File: src/timeout_table_macros.svh
// assertion macros for the timeout table
// expects clk_i and rst_ni in the scope where a macro is used
`ifndef TIMEOUT_TABLE_MACROS_SVH
`define TIMEOUT_TABLE_MACROS_SVH
`ifndef ASSERT_OFF
`define TT_ASSERT(lbl, prop, msg) \
  lbl: assert property (@(posedge clk_i) disable iff (!rst_ni) (prop)) else $error(msg);
`define TT_ASSERT_IMP(lbl, ante, cons, msg) \
  lbl: assert property (@(posedge clk_i) disable iff (!rst_ni) (ante) |-> (cons)) else $error(msg);
`else
`define TT_ASSERT(lbl, prop, msg)
`define TT_ASSERT_IMP(lbl, ante, cons, msg)
`endif
`endif

File: src/tt_pkg.sv
// command and status codes for the timeout table
// no dependencies
package tt_pkg;

  localparam logic [1:0] CMD_ADD    = 2'd0;
  localparam logic [1:0] CMD_DELETE = 2'd1;
  localparam logic [1:0] CMD_CHECK  = 2'd2;

  typedef enum logic [2:0] {
    STAT_ADDED    = 3'd0,
    STAT_FULL     = 3'd1,
    STAT_DELETED  = 3'd2,
    STAT_ABSENT   = 3'd3,
    STAT_FIRED    = 3'd4,
    STAT_NONE_DUE = 3'd5
  } status_e;

endpackage

File: src/timeout_table.sv
// timeout table: timer slots with deadlines, walked newest first by one comparator.
// a command enters on the slave stream, one or more results leave on the master stream.
// the block is ready only between commands. an add, delete or check is a transfer
// carrying cmd in tuser and the operands in tdata. an add answers with the handle
// it allocated or a full status; a delete answers deleted or absent; a check gives
// one fired result per due timer, newest first, or one none-due result. tlast
// marks the final result of a command.
// an add scans the slots from the lowest, stepping over each occupied slot below
// the free one; an add to a full table goes straight to its result. a delete or
// check visits each live timer in turn, reading the order memory, then the deadline
// memory, then comparing. unused command 3 is taken and gives no result.
// results go through an output register: a stalled receiver holds the block only
// when a further result must be written; a new command may be taken while the
// last result is still waiting. reset empties the table at once, no clearing pass.
`include "timeout_table_macros.svh"

module timeout_table
  import tt_pkg::*;
#(
  parameter int SLOTS     = 16,
  parameter int TIME_BITS = 32
) (
  input  logic        clk_i,
  input  logic        rst_ni,
  input  logic        s_axis_tvalid,
  output logic        s_axis_tready,
  input  logic [71:0] s_axis_tdata,   // now_time[31:0], delay[62:32], repeat_mark[63],
                                      // handle_in[67:64], zero fill above
  input  logic [1:0]  s_axis_tuser,   // cmd[1:0]
  output logic        m_axis_tvalid,
  input  logic        m_axis_tready,
  output logic [7:0]  m_axis_tdata,   // handle_out[3:0], zero fill above
  output logic [2:0]  m_axis_tuser,   // status[2:0]
  output logic        m_axis_tlast
);

  localparam int SB = $clog2(SLOTS);
  localparam int CB = $clog2(SLOTS + 1);
  localparam int SW = (TIME_BITS > 32) ? TIME_BITS + 1 : 34;

  typedef enum logic [5:0] {
    ST_IDLE   = 6'b000001,
    ST_SCAN   = 6'b000010,
    ST_ORD_RD = 6'b000100,
    ST_DL_RD  = 6'b001000,
    ST_EVAL   = 6'b010000,
    ST_FIN    = 6'b100000
  } state_e;

  function automatic logic [SB-1:0] wrap_add(logic [SB-1:0] b, logic [SB-1:0] i);
    logic [SB:0] s;
    s = {1'b0, b} + {1'b0, i};
    if (s >= (SB+1)'(SLOTS)) s = s - (SB+1)'(SLOTS);
    return s[SB-1:0];
  endfunction

  state_e               state_q, state_d;
  logic [1:0]           cmd_q;
  logic [TIME_BITS-1:0] now_q;
  logic [30:0]          delay_q;
  logic                 rep_q;
  logic [3:0]           hin_q;
  logic [CB-1:0]        live_q, live_d;
  logic [SLOTS-1:0]     slot_live_q, slot_live_d;
  logic [SB-1:0]        base_q, base_d;
  logic [CB-1:0]        rd_q, rd_d, wr_q, wr_d;
  logic [SB-1:0]        scan_q, scan_d;
  logic                 pend_valid_q, pend_valid_d;
  logic [SB-1:0]        pend_slot_q, pend_slot_d;
  status_e              fin_status_q, fin_status_d;
  logic [3:0]           fin_handle_q, fin_handle_d;

  logic                 out_valid_q, out_last_q, out_load, out_last_d;
  status_e              out_status_q, out_status_d;
  logic [3:0]           out_handle_q, out_handle_d;
  logic                 out_free;

  // order list memory: logical position p lives at base + p
  logic [SB-1:0]        ord_mem [SLOTS];
  logic                 ord_we, ord_re;
  logic [SB-1:0]        ord_waddr, ord_wdata, ord_raddr, ord_rdata_q;

  // deadline memory, repeat mark in the top bit
  logic [TIME_BITS:0]   dl_mem [SLOTS];
  logic                 dl_we, dl_re;
  logic [TIME_BITS:0]   dl_wdata, dl_rdata_q;

  logic                 accept;
  logic [3:0]           in_hin;
  logic [SW-1:0]        dl_sum;
  logic                 is_check, fire, keep, stall;

  assign accept        = s_axis_tvalid && s_axis_tready;
  assign s_axis_tready = (state_q == ST_IDLE);
  assign in_hin        = s_axis_tdata[67:64];
  assign out_free      = !out_valid_q || m_axis_tready;

  assign dl_sum   = SW'(now_q) + SW'(delay_q);
  assign dl_wdata = {rep_q, (|dl_sum[SW-1:TIME_BITS]) ? {TIME_BITS{1'b1}}
                                                      : dl_sum[TIME_BITS-1:0]};

  // the shared comparator
  assign is_check = (cmd_q == CMD_CHECK);
  assign fire     = is_check && (dl_rdata_q[TIME_BITS-1:0] <= now_q);
  assign keep     = is_check ? !(fire && !dl_rdata_q[TIME_BITS])
                             : (ord_rdata_q != SB'(hin_q));
  assign stall    = fire && pend_valid_q && !out_free;

  always_comb begin
    state_d      = state_q;
    live_d       = live_q;
    slot_live_d  = slot_live_q;
    base_d       = base_q;
    rd_d         = rd_q;
    wr_d         = wr_q;
    scan_d       = scan_q;
    pend_valid_d = pend_valid_q;
    pend_slot_d  = pend_slot_q;
    fin_status_d = fin_status_q;
    fin_handle_d = fin_handle_q;
    out_load     = 1'b0;
    out_status_d = STAT_FIRED;
    out_handle_d = 4'(pend_slot_q);
    out_last_d   = 1'b0;
    ord_we       = 1'b0;
    ord_waddr    = wrap_add(base_q, SB'(wr_q));
    ord_wdata    = ord_rdata_q;
    ord_re       = 1'b0;
    ord_raddr    = wrap_add(base_q, SB'(rd_q));
    dl_we        = 1'b0;
    dl_re        = 1'b0;
    unique case (state_q)
      ST_IDLE: begin
        if (accept) begin
          rd_d = '0;
          wr_d = '0;
          case (s_axis_tuser)
            CMD_ADD: begin
              scan_d = '0;
              if (live_q == CB'(SLOTS)) begin
                fin_status_d = STAT_FULL;
                fin_handle_d = '0;
                state_d      = ST_FIN;
              end else begin
                state_d = ST_SCAN;
              end
            end
            CMD_DELETE: begin
              fin_handle_d = in_hin;
              if ((32'(in_hin) < 32'(SLOTS)) && slot_live_q[SB'(in_hin)]) begin
                slot_live_d[SB'(in_hin)] = 1'b0;
                fin_status_d = STAT_DELETED;
                state_d      = ST_ORD_RD;
              end else begin
                fin_status_d = STAT_ABSENT;
                state_d      = ST_FIN;
              end
            end
            CMD_CHECK: begin
              state_d = (live_q == '0) ? ST_FIN : ST_ORD_RD;
            end
            default: ;
          endcase
        end
      end
      ST_SCAN: begin
        if (!slot_live_q[scan_q]) begin
          dl_we     = 1'b1;
          ord_we    = 1'b1;
          base_d    = (base_q == '0) ? SB'(SLOTS - 1) : base_q - 1'b1;
          ord_waddr = base_d;
          ord_wdata = scan_q;
          live_d    = live_q + 1'b1;
          slot_live_d[scan_q] = 1'b1;
          fin_status_d = STAT_ADDED;
          fin_handle_d = 4'(scan_q);
          state_d   = ST_FIN;
        end else begin
          scan_d = scan_q + 1'b1;
        end
      end
      ST_ORD_RD: begin
        ord_re  = 1'b1;
        state_d = ST_DL_RD;
      end
      ST_DL_RD: begin
        dl_re   = 1'b1;
        state_d = ST_EVAL;
      end
      ST_EVAL: begin
        if (!stall) begin
          if (fire) begin
            // the earlier fired result is now known not to be the last one
            out_load     = pend_valid_q;
            pend_valid_d = 1'b1;
            pend_slot_d  = ord_rdata_q;
            if (!dl_rdata_q[TIME_BITS]) slot_live_d[ord_rdata_q] = 1'b0;
          end
          if (keep) begin
            ord_we = 1'b1;
            wr_d   = wr_q + 1'b1;
          end
          rd_d = rd_q + 1'b1;
          if (rd_d == live_q) begin
            live_d  = wr_d;
            state_d = ST_FIN;
          end else begin
            state_d = ST_ORD_RD;
          end
        end
      end
      ST_FIN: begin
        if (out_free) begin
          out_load   = 1'b1;
          out_last_d = 1'b1;
          if (is_check) begin
            out_status_d = pend_valid_q ? STAT_FIRED : STAT_NONE_DUE;
            out_handle_d = pend_valid_q ? 4'(pend_slot_q) : 4'd0;
          end else begin
            out_status_d = fin_status_q;
            out_handle_d = fin_handle_q;
          end
          pend_valid_d = 1'b0;
          state_d      = ST_IDLE;
        end
      end
      default: state_d = ST_IDLE;
    endcase
  end

  always_ff @(posedge clk_i or negedge rst_ni) begin
    if (!rst_ni) begin
      state_q      <= ST_IDLE;
      live_q       <= '0;
      slot_live_q  <= '0;
      base_q       <= '0;
      rd_q         <= '0;
      wr_q         <= '0;
      scan_q       <= '0;
      pend_valid_q <= 1'b0;
      out_valid_q  <= 1'b0;
    end else begin
      state_q      <= state_d;
      live_q       <= live_d;
      slot_live_q  <= slot_live_d;
      base_q       <= base_d;
      rd_q         <= rd_d;
      wr_q         <= wr_d;
      scan_q       <= scan_d;
      pend_valid_q <= pend_valid_d;
      if (out_load) out_valid_q <= 1'b1;
      else if (m_axis_tready) out_valid_q <= 1'b0;
    end
  end

  always_ff @(posedge clk_i) begin
    pend_slot_q  <= pend_slot_d;
    fin_status_q <= fin_status_d;
    fin_handle_q <= fin_handle_d;
    if (accept) begin
      cmd_q   <= s_axis_tuser;
      now_q   <= TIME_BITS'(s_axis_tdata[31:0]);
      delay_q <= s_axis_tdata[62:32];
      rep_q   <= s_axis_tdata[63];
      hin_q   <= in_hin;
    end
    if (out_load) begin
      out_status_q <= out_status_d;
      out_handle_q <= out_handle_d;
      out_last_q   <= out_last_d;
    end
  end

  always_ff @(posedge clk_i) begin
    if (ord_we) ord_mem[ord_waddr] <= ord_wdata;
    if (ord_re) ord_rdata_q <= ord_mem[ord_raddr];
  end

  always_ff @(posedge clk_i) begin
    if (dl_we) dl_mem[scan_q] <= dl_wdata;
    if (dl_re) dl_rdata_q <= dl_mem[ord_rdata_q];
  end

  assign m_axis_tvalid = out_valid_q;
  assign m_axis_tdata  = {4'd0, out_handle_q};
  assign m_axis_tuser  = out_status_q;
  assign m_axis_tlast  = out_last_q;

  `TT_ASSERT(a_live_bound, live_q <= CB'(SLOTS), "live count beyond table size")
  `TT_ASSERT_IMP(a_live_match, state_q == ST_IDLE, $countones(slot_live_q) == live_q,
                 "live count and live flags disagree")
  `TT_ASSERT_IMP(a_compact_order, state_q == ST_EVAL, wr_q <= rd_q,
                 "order write overtook read")
  `TT_ASSERT_IMP(a_pend_check, pend_valid_q, cmd_q == CMD_CHECK,
                 "pending fired result outside a check")

endmodule
File: config.mk
export PLATFORM = sky130hd
export DESIGN_NAME = timeout_table
export DESIGN_NICKNAME = d
export VERILOG_FILES = /design/src/tt_pkg.sv /design/src/timeout_table.sv
export VERILOG_INCLUDE_DIRS = /design/src /design/src/src
export SDC_FILE = /design/constraint.sdc
export NUM_CORES = 1
export LEC_CHECK = 0
export BUFFER_PORTS_ARGS = -buffer_cell sky130_fd_sc_hd__buf_2
export CORE_ASPECT_RATIO = 1.1
export CORE_MARGIN = 5
export CORE_UTILIZATION = 32
export DETAILED_ROUTE_END_ITERATION = 16
export SYNTH_ARGS = -nofsm -noshare
export SYNTH_HDL_FRONTEND = slang
export SYNTH_SLANG_ARGS = --single-unit
export TNS_END_PERCENT = 100
File: constraint.sdc
create_clock -name clk_i -period 4.9 [get_ports clk_i]
set_input_delay 0.98 -clock clk_i [delete_from_list [all_inputs] [get_ports clk_i]]
set_output_delay 0.98 -clock clk_i [all_outputs]
set_load 0.01 [all_outputs]
==> impl_results.md, run 1 <==
* Remaining DRCs at 0
* Post-synth top cells: edfxtp_1 (717), mux4_2 (187), nand2_1 (92)
* CP Cell Sequence: ha_1 -> inv_1 -> fa_1 -> nor2b_1 -> o2111ai_1 -> a32oi_1 -> buf_4 -> and3_1 -> o21ai_0 -> a21oi_1 -> a31oi_4 -> o2111ai_1
* Final HPWL DP at 43860 um
* Avg Inst Size Synth at 18.24 um^2
* Clock skew at 0.03103 ns
* Clock Path Buffers at 3
* Pwr dens at 513.2 nW/um^2
* Sequential element share of the synthesized area at 70.11%
* Logic pwr share at 20.6%
* H-tree lvl count at 3
* Critical Path Max Stage Delay at 0.78 ns
* First-pass GRT wire length at 113800 um
* Via count at 17127
* Hold Startpoint: wr_q[4]$_DFFE_PN0P_
* Static Leak at 12.43 nW
* Layout Cells excl Fill at 3278
* Top-count cell post-synth: edfxtp_1
* Critical path arrival at 4.45 ns
* Die X at 313.3 um
* Period utilization at 88.26%
* Hold Path Sink: wr_q[4]$_DFFE_PN0P_
* Number of setup buffers added after CTS at 0
* Clock slew at reported path FFs at 0.06 ns
* Root Buffer: clkbuf_16
* R2r setup slk at 0.58 ns
* Initial antenna violation count at 2
* Die Ht at 343.7 um
* Routability congestion estimate at 0.8189
* Distinct cells, synth at 78
* Synth area leaders: edfxtp_1 (66%), mux4_2 (13%), dfrtp_1 (3.6%)
* Post-route setup TNS at 0 ns
* CP Max Fanout at 17
* Vias per cell at 5.225
* Largest net degree at the start of global routing at 139
* Status: finished, final reports clean
* Rel. slew slack at 23.98%
* Min-delay worst type: reg2reg
* Fmax achieved at 231.2 MHz
* Row cnt at 122
* Number of global-route vias before repair at 17638
* #FFs+latches synth at 764
* Critical setup path kind: reg2reg
* Setup-failing EPs final at 0
* CP bufs+invs at 2
* Syn Inst Count at 1776
* WL/cell at 23.25 um
* Register share of total power at 48.1%
* Worst-Margin Slew at 1.140 ns
* Crit start category: flop
* Main synth FF type: edfxtp_1
* Starting Density at 32.20%
* Area share of the largest cell type after synthesis at 66.48%
* Clock power frac at 31.3%
* Die area at 107700 um^2
* TritonCTS sink count at 764
* IO buf count at 83
* Placed insts at 3134
* Post-layout min period at 4.325 ns
* CORE AREA at 100600 um^2
* WHS Path Cells at 1
* Hold slack at 0.5157 ns
* Nets@finish at 2077
* Layout area overhead at 15.02%
* # resized after CTS at 0
* Reported max-cap violation count at 0
* FF-to-FF End: dl_mem[10][18]$_DFFE_PP_
* Required @ worst endpoint at 5.03 ns
* R2r worst-path depth at 12
* Net Sw Power at 5.446 mW
* Finished Core Util at 37.03%
* Initial drt markers at 1637
* CTS Hold Bufs at 0
* Most area-hungry cell type in the Yosys netlist: edfxtp_1
* RSZ-0062 raised after global routing: false
* Clock Latency Late Sink at 0.62 ns
* Overall Global Routing Usage at 14.01%
* ANT nets after route at 0
* Number of synthesized flops with an enable pin at 717
* Layout cells sized above 1 at 24.05%
* Maximum vdd ir drop at 0.2821 mV
* Sw Ratio at 28.49%
* Cell family with most CP delay: compound AO/OA/AOI/OAI gates
* Pre-Repair DR Iteration Count at 5
* Slew Limit Fails at 0
* DRT Wirelength at 76200 um
* CTS tree: yes
* CP dominant cell by count: o2111ai_1
* Pint at 13.67 mW
* R2R Path Start: now_q[0]$_DFFE_PP_
* TritonCTS Buffers at 80
* Overflow after GRT at 0
* Crit end category: flop
* Ports at 92
* Cell Area, Synth at 32390 um^2
* Fraction of registers with async set/reset at 6.152%
* YS warnings at 0
* Final Hold Vio Count at 0
* Critical path's slowest cell: a31oi_4
==> cells by family after synthesis <==
kind of cell / Yosys count / synth area share, %
flip-flops: 764 / 70.11
other: 1 / 0.01158
buffers and inverters: 129 / 1.634
AO/OA/AOI/OAI: 215 / 4.427
multiplexers: 216 / 14.15
AND/OR/NAND/NOR: 317 / 4.987
XOR/XNOR: 49 / 1.325
adder cells (fa/ha/maj): 85 / 3.353
==> routing by layer <==
| metal | track usage [%] | share of wire (%) |
|---|---|---|
| met5 | 0 | 0 |
| met4 | 4.124 | 2.4 |
| met3 | 2.205 | 6.0 |
| met2 | 22.90 | 48 |
| met1 | 19.56 | 44 |
==> placed cells by master, fill, tap and decap left out, types with 9 or more instances in the layout <==
cell       Yosys  final
mux4_2       187    187
clkbuf_1      38     26
and3_2         1     17
a21oi_1       55     55
nor2b_1        9      9
buf_2          5     83
nor3_1        20     20
buf_4          6     24
nor2_1        59     59
ha_1          82     82
nand2_1       92     92
buf_12         0     16
and2_1        10     10
nand4_1       10     10
xnor2_1       26     26
nor3b_1       11     10
o21ai_0       48     48
dfrtp_1       46     46
clkbuf_16      0     83
a22o_1         9      9
mux2_2        12     12
a21o_1        11     11
nand2b_1      20     20
o22ai_1       14     14
inv_1         59     58
nand3_1       33     33
mux2i_1       13     13
edfxtp_1     717    717
xor2_1        23     23
==> state kept, by name (all words and copies together), names as in the netlist, 2 cells and up <==
signal,count
out_handle_q,4
m_axis_tuser,3
slot_live_q,16
hin_q,4
live_q,5
cmd_q,2
ord_mem,64
dl_mem,528
base_q,4
dl_rdata_q,33
ord_rdata_q,4
state_q,6
rd_q,5
fin_handle_q,4
scan_q,4
delay_q,31
wr_q,5
fin_status_q,2
pend_slot_q,4
now_q,32
==> layout make-up <==
class                           instances  area, um^2
Clock buffer                          109        2175
Clock inverter                         34       396.6
Fill cell                            9109       63340
Timing Repair Buffer                  123       915.9
Multi-Input combinational cell        886        9201
Sequential cell                       764       22710
Antenna cell                            1       2.502
Inverter                               59       222.7
Tap cell                             1302        1629
==> per-stage QoR <==
step                      setup WS [ns]  cell area [um^2]  total power, mW
after global placement           0.6774             34680            13.04
after global routing             0.3201             37250            20.03
after floorplan                  0.6226             32400            11.82
after CTS                        0.5083             37250            19.29
after detailed placement         0.5473             34680            13.28
final                            0.5751             37250            19.12
==> power groups by stage <==
| stage | Combinational, mW | Sequential, mW | Clock, mW |
|---|---|---|---|
| 2_1_floorplan | 2.63 | 9.19 | 0 |
| 4_1_cts | 3.97 | 9.20 | 6.13 |
| 3_3_place_gp | 3.73 | 9.31 | 0 |
| 5_1_grt | 4.40 | 9.23 | 6.40 |
| 6_report | 3.94 | 9.20 | 5.99 |
| 3_5_place_dp | 3.95 | 9.33 | 0 |
==> worst max-delay path by stage <==
stage,startpoint,to,slack [ns],cells past startpoint
after floorplan,state_q[1]$_DFFE_PN0P_,state_q[5]$_DFFE_PN0P_,0.62,6
after global placement,now_q[0]$_DFFE_PP_,dl_mem[14][18]$_DFFE_PP_,0.68,12
after detailed placement,now_q[0]$_DFFE_PP_,dl_mem[15][18]$_DFFE_PP_,0.55,12
after CTS,now_q[0]$_DFFE_PP_,dl_mem[10][18]$_DFFE_PP_,0.51,12
after global routing,now_q[0]$_DFFE_PP_,dl_mem[10][18]$_DFFE_PP_,0.32,12
final,now_q[0]$_DFFE_PP_,dl_mem[10][18]$_DFFE_PP_,0.58,12
Note: power is estimated with default switching activity, not from simulation.
==> inputs of run 2 (changes only) <==
- CTS_BUF_LIST: not set -> sky130_fd_sc_hd__clkbuf_16
==> run 2 against run 1 <==
Net effect:
- cell area is essentially flat
- sequential cell count is the same
- clock-buffer cell count shrank 26
- non-clock buffer count is the same
- final cell count is essentially flat
- via count is essentially flat
- total power shrank 0.28%
- fmax grew 0.18%
- critical path type unchanged
- critical endpoint unchanged
- largest power group unchanged
==> impl_results.md, run 2 (synthesized netlist as in run 1, its figures left out) <==
* Required @ worst endpoint at 5.03 ns
* Fmax achieved at 231.6 MHz
* Setup-failing EPs final at 0
* Status: finished, final reports clean
* Clock Latency Late Sink at 0.63 ns
* Layout area overhead at 15.01%
* Most Crowded Layer GR: met2
* Final Hold Vio Count at 0
* First-pass GRT wire length at 113800 um
* Critical setup path kind: reg2reg
* Critical path arrival at 4.45 ns
* Remaining DRCs at 0
* GR Layer Usage met1 at 19.56%
* Post-layout min period at 4.317 ns
* WHS Path Cells at 1
* Starting Density at 32.20%
* IO buf count at 83
* Biggest register: dl_mem
* Met3 Resource Use GR at 2.205%
* CTS Hold Bufs at 0
* Power Total at 19.06 mW
* Most frequent cells in the layout: edfxtp_1 (717), mux4_2 (187), nand2_1 (92)
* Via count at 17144
* Slew Limit Fails at 0
* Post-route setup TNS at 0 ns
* Pre-Repair DR Iteration Count at 6
* Worst-Margin Slew at 1.145 ns
* Layout cells sized above 1 at 24.05%
* R2r worst-path depth at 12
* Hold slack at 0.5155 ns
* Number of global-route vias before repair at 17638
* Nets@finish at 2077
* Initial antenna violation count at 2
* CORE AREA at 100600 um^2
* TritonCTS Buffers at 80
* TritonCTS sink count at 764
* Crit start category: flop
* Row cnt at 122
* Hold Startpoint: wr_q[4]$_DFFE_PN0P_
* R2R Path Start: now_q[0]$_DFFE_PP_
* Overflow after GRT at 0
* Commonest non-fill, non-tap cell in the layout: edfxtp_1
* # resized after CTS at 0
* H-tree lvl count at 3
* Pwr dens at 511.8 nW/um^2
* Period utilization at 88.10%
* Biggest regs: dl_mem (528), ord_mem (64), dl_rdata_q (33)
* Die X at 313.3 um
* Ports at 92
* Reported max-cap violation count at 0
* Min-delay worst type: reg2reg
* Clock Path Buffers at 3
* Number of setup buffers added after CTS at 0
* Rel. slew slack at 23.64%
* Fill count at 9110
* RSZ-0062 raised after global routing: false
* Die area at 107700 um^2
* ANT nets after route at 0
* Vias per cell at 5.232
* Overall Global Routing Usage at 14.01%
* Clock slew at reported path FFs at 0.06 ns
* DRT Wirelength at 76070 um
* Maximum vdd ir drop at 0.2798 mV
* Initial drt markers at 1672
* CTS tree: yes
* Crit end category: flop
* Routability congestion estimate at 0.8189
* CP startpoint: now_q[0]$_DFFE_PP_
* Root Buffer: clkbuf_16
* Final HPWL DP at 43860 um
* Largest net degree at the start of global routing at 139
* Max reg flops at 528
* Clock skew at 0.03003 ns
* Ant diodes at 0
* Grt met2 use at 22.90%
* WL/cell at 23.21 um
* Static Leak at 12.54 nW
* Die Ht at 343.7 um
* CP Max Fanout at 17
run 2: cell types whose count changed in the layout (fill, tap and decap cells not counted), sizes merged:
cell | before | now
clkbuf | 109 | 83
diode | 1 | 0
inv | 61 | 87
run 2: routing by layer:
| layer | wire, um | vias to the layer above |
|---|---|---|
| met4 | 1754 | 0 |
| met2 | 36760 | 559 |
| met3 | 4277 | 128 |
| met1 | 33270 | 9004 |
| li1 | - | 7453 |
| met5 | 0 | - |
run 2: critical path, cell delays in order (launching register included):
cell and delay, ns:
edfxtp_1 0.41, ha_1 0.25, inv_1 0.08, fa_1 0.20
nor2b_1 0.08, o2111ai_1 0.26, a32oi_1 0.16, buf_4 0.20
and3_1 0.29, o21ai_0 0.21, a21oi_1 0.17, a31oi_4 0.77
o2111ai_1 0.71
run 2: worst paths after layout:
kind	slack [ns]	endpoint
min in group asynchronous	0.57	rd_q[2]$_DFFE_PN0P_
setup / recovery	0.58	dl_mem[10][18]$_DFFE_PP_
max in group asynchronous	3.59	slot_live_q[4]$_DFFE_PN0P_
hold reg to reg	0.52	wr_q[4]$_DFFE_PN0P_
setup reg to reg	0.58	dl_mem[10][18]$_DFFE_PP_
hold / removal	0.52	wr_q[4]$_DFFE_PN0P_
run 2: where the power goes:
group / switching [mW] / leakage, nW / total (mW) / internal [mW]
logic: 2.74 / 4.16 / 3.93 / 1.19
registers: 0.254 / 7.05 / 9.20 / 8.94
clock network: 2.45 / 1.33 / 5.94 / 3.48
total: 5.45 / 12.5 / 19.1 / 13.6
run 2: cell type report:
cell class              count  area [um^2]  area share [%]
flip-flops and latches    764        22710           60.96
multi-input cells         886         9201           24.70
clock buffers              83         2077           5.576
well taps                1302         1629           4.374
repair buffers            123        915.9           2.459
clock inverters            60        494.2           1.327
inverters                  59        222.7          0.5979
run 2: per-stage QoR:
stage          area, um^2  utilization [%]  setup slack [ns]  instances
2_1_floorplan       32400                -            0.6226       1779
3_3_place_gp        34680            34.47            0.6774       3134
3_5_place_dp        34680            34.47            0.5473       3134
4_1_cts             37250            37.03            0.5083       3277
5_1_grt             37250            37.03            0.3201       3277
6_report            37250            37.03            0.5831       3277
==> inputs of run 3 (changes only) <==
==> constraint.sdc (replaced) <==
create_clock -name clk_i -period 4.9 [get_ports clk_i]
set_input_delay 0.49 -clock clk_i [delete_from_list [all_inputs] [get_ports clk_i]]
set_output_delay 0.49 -clock clk_i [all_outputs]
set_load 0.01 [all_outputs]
==> run 3 against run 2 <==
Net effect:
- worst hold slack got worse by 0.48 ns
- setup slack got worse by 0.061 ns
- cell area increased by 0.58%
- die area unchanged
- sequential cell count unchanged
- fmax decreased by 1.4%
- clock power increased by 3.9%
- core utilization increased by 0.22 points
- critical path depth unchanged
- register-to-register slack got worse by 0.06 ns
- total power increased by 1.2%
- largest cell class unchanged
==> impl_results.md, run 3 (synthesized netlist as in run 1, its figures left out) <==
* Setup-failing EPs final at 0
* Largest net degree at the start of global routing at 139
* Fmax achieved at 228.4 MHz
* Clock skew at 0.02976 ns
* Number of setup buffers added after CTS at 0
* Root Buffer: clkbuf_16
* Commonest non-fill, non-tap cell in the layout: edfxtp_1
* Vias per cell at 5.186
* Status: finished, final reports clean
* Initial antenna violation count at 2
* Biggest register: dl_mem
* Biggest regs: dl_mem (528), ord_mem (64), dl_rdata_q (33)
* Period utilization at 89.34%
* Ports at 92
* Clock slew at reported path FFs at 0.06 ns
* Met2 wire len at 37260 um
* R2r worst-path depth at 12
* Ant diodes at 0
* Maximum vdd ir drop at 0.2719 mV
* Die X at 313.3 um
* FF-to-FF End: dl_mem[6][6]$_DFFE_PP_
* TritonCTS Buffers at 80
* Storage cell area at 22710 um^2
* WL/cell at 23.17 um
* CORE AREA at 100600 um^2
* Fill count at 9083
* Pwr dens at 515.0 nW/um^2
* Post-layout min period at 4.377 ns
* Row cnt at 122
* Reported max-cap violation count at 0
* Final HPWL DP at 46690 um
* Top sig layer: met4
* IO buf count at 83
* Area of the multi-input gates at 9201 um^2
* Overflow after GRT at 0
* Max reg flops at 528
* Worst-Margin Slew at 1.177 ns
* First-pass GRT wire length at 113400 um
* Crit start category: flop
* Crit end category: flop
* R2R Path Start: now_q[0]$_DFFE_PP_
* Routability congestion estimate at 0.8116
* Layout cells sized above 1 at 24.28%
* Placed insts at 3141
* Layout Cells excl Fill at 3287
* Clock Latency Late Sink at 0.65 ns
* Layout area overhead at 15.68%
* Critical setup path kind: reg2reg
* H-tree lvl count at 3
* Clock Path Buffers at 3
* Overall Global Routing Usage at 13.95%
* Post-Route M1 WL at 32520 um
* CTS tree: yes
* Pre-Repair DR Iteration Count at 5
* Slew Limit Fails at 0
* Nets@finish at 2090
* RSZ-0062 raised after global routing: false
* Most frequent cells in the layout: edfxtp_1 (717), mux4_2 (187), nand2_1 (92)
* CP Max Fanout at 21
* DRT Wirelength at 76140 um
* Initial drt markers at 1318
* Final Hold Vio Count at 0
* # resized after CTS at 0
* Remaining DRCs at 0
* Met3 wire length at 4705 um
* Starting Density at 32.20%
* Rel. slew slack at 21.56%
* R2r setup slk at 0.52 ns
* Die Ht at 343.7 um
* ANT nets after route at 0
* Critical path arrival at 4.56 ns
* TritonCTS sink count at 764
* WHS Path Cells at 1
* Hold Path Sink: delay_q[21]$_DFFE_PP_
* Min-delay worst type: in2reg
* Hold Startpoint: s_axis_tdata[53]
* Number of global-route vias before repair at 17593
* Via count at 17048
* Post-route setup TNS at 0 ns
* Die area at 107700 um^2
* Static Leak at 12.64 nW
* Required @ worst endpoint at 5.08 ns
==> run 3: changes by cell type in the layout (fill, tap and decap cells not counted), sizes merged <==
| cell | delta |
|---|---|
| clkinvlp | -5 |
| clkbuf | -3 |
| bufinv | +4 |
| dlygate4sd3 | +6 |
| clkinv | +10 |
| inv | -9 |
| buf | +7 |
==> run 3: critical path, cell delays in order (launching register included) <==
cell	delay (ns)
edfxtp_1	0.41
ha_1	0.25
inv_1	0.08
fa_1	0.19
nor2b_1	0.07
o2111ai_1	0.24
a32oi_1	0.15
buf_4	0.20
and3_1	0.29
o21ai_0	0.21
a21oi_1	0.17
a31oi_4	0.97
nand2_1	0.63
==> run 3: routing by layer <==
metal	up-vias	track usage, %
li1	7483	-
met1	8899	19.05
met2	550	23.20
met3	116	2.560
met4	0	3.716
met5	-	0
==> run 3: area by class of cell <==
cell class / count / area share, %
Sequential cell: 764 / 60.61
Multi-Input combinational cell: 886 / 24.56
Clock buffer: 80 / 5.343
Tap cell: 1302 / 4.348
Timing Repair Buffer: 136 / 2.712
Clock inverter: 60 / 1.833
Inverter: 59 / 0.5944
==> run 3: where the power goes <==
group,internal (mW),switching (mW)
clock,3.63,2.54
combinational,1.20,2.74
sequential,8.94,0.250
==> run 3: stage by stage <==
stage                     power, mW  utilization, %  setup slack (ns)  hold WS, ns  area [um^2]
final                         19.30           37.24            0.5225      0.03468        37470
after global routing          20.17           37.24            0.2910     0.007933        37470
after CTS                     19.45           37.24            0.4546    0.0005797        37470
after detailed placement      13.26           34.51            0.5115       0.4993        34720
after global placement        13.03           34.51            0.6374       0.4904        34720
after floorplan               11.82               -            0.6226       0.1944        32400
==> run 3: how the worst max path moves through the flow <==
stage                                      start                      end  slack (ns)  cells past startpoint
after floorplan           state_q[1]$_DFFE_PN0P_   state_q[5]$_DFFE_PN0P_        0.62                      6
final                         now_q[0]$_DFFE_PP_   dl_mem[6][6]$_DFFE_PP_        0.52                     12
after detailed placement      now_q[0]$_DFFE_PP_   dl_mem[6][6]$_DFFE_PP_        0.51                     12
after global routing          now_q[0]$_DFFE_PP_   dl_mem[9][6]$_DFFE_PP_        0.29                     12
after CTS                     now_q[0]$_DFFE_PP_  dl_mem[11][6]$_DFFE_PP_        0.45                     12
after global placement        now_q[0]$_DFFE_PP_  dl_mem[6][23]$_DFFE_PP_        0.64                     13
==> run 3: timing repair <==
item / in CTS / in global routing
hold buffers: 6 / 0
endpoints found under the setup margin: 0 / 0
endpoints found under the hold margin: 6 / 0
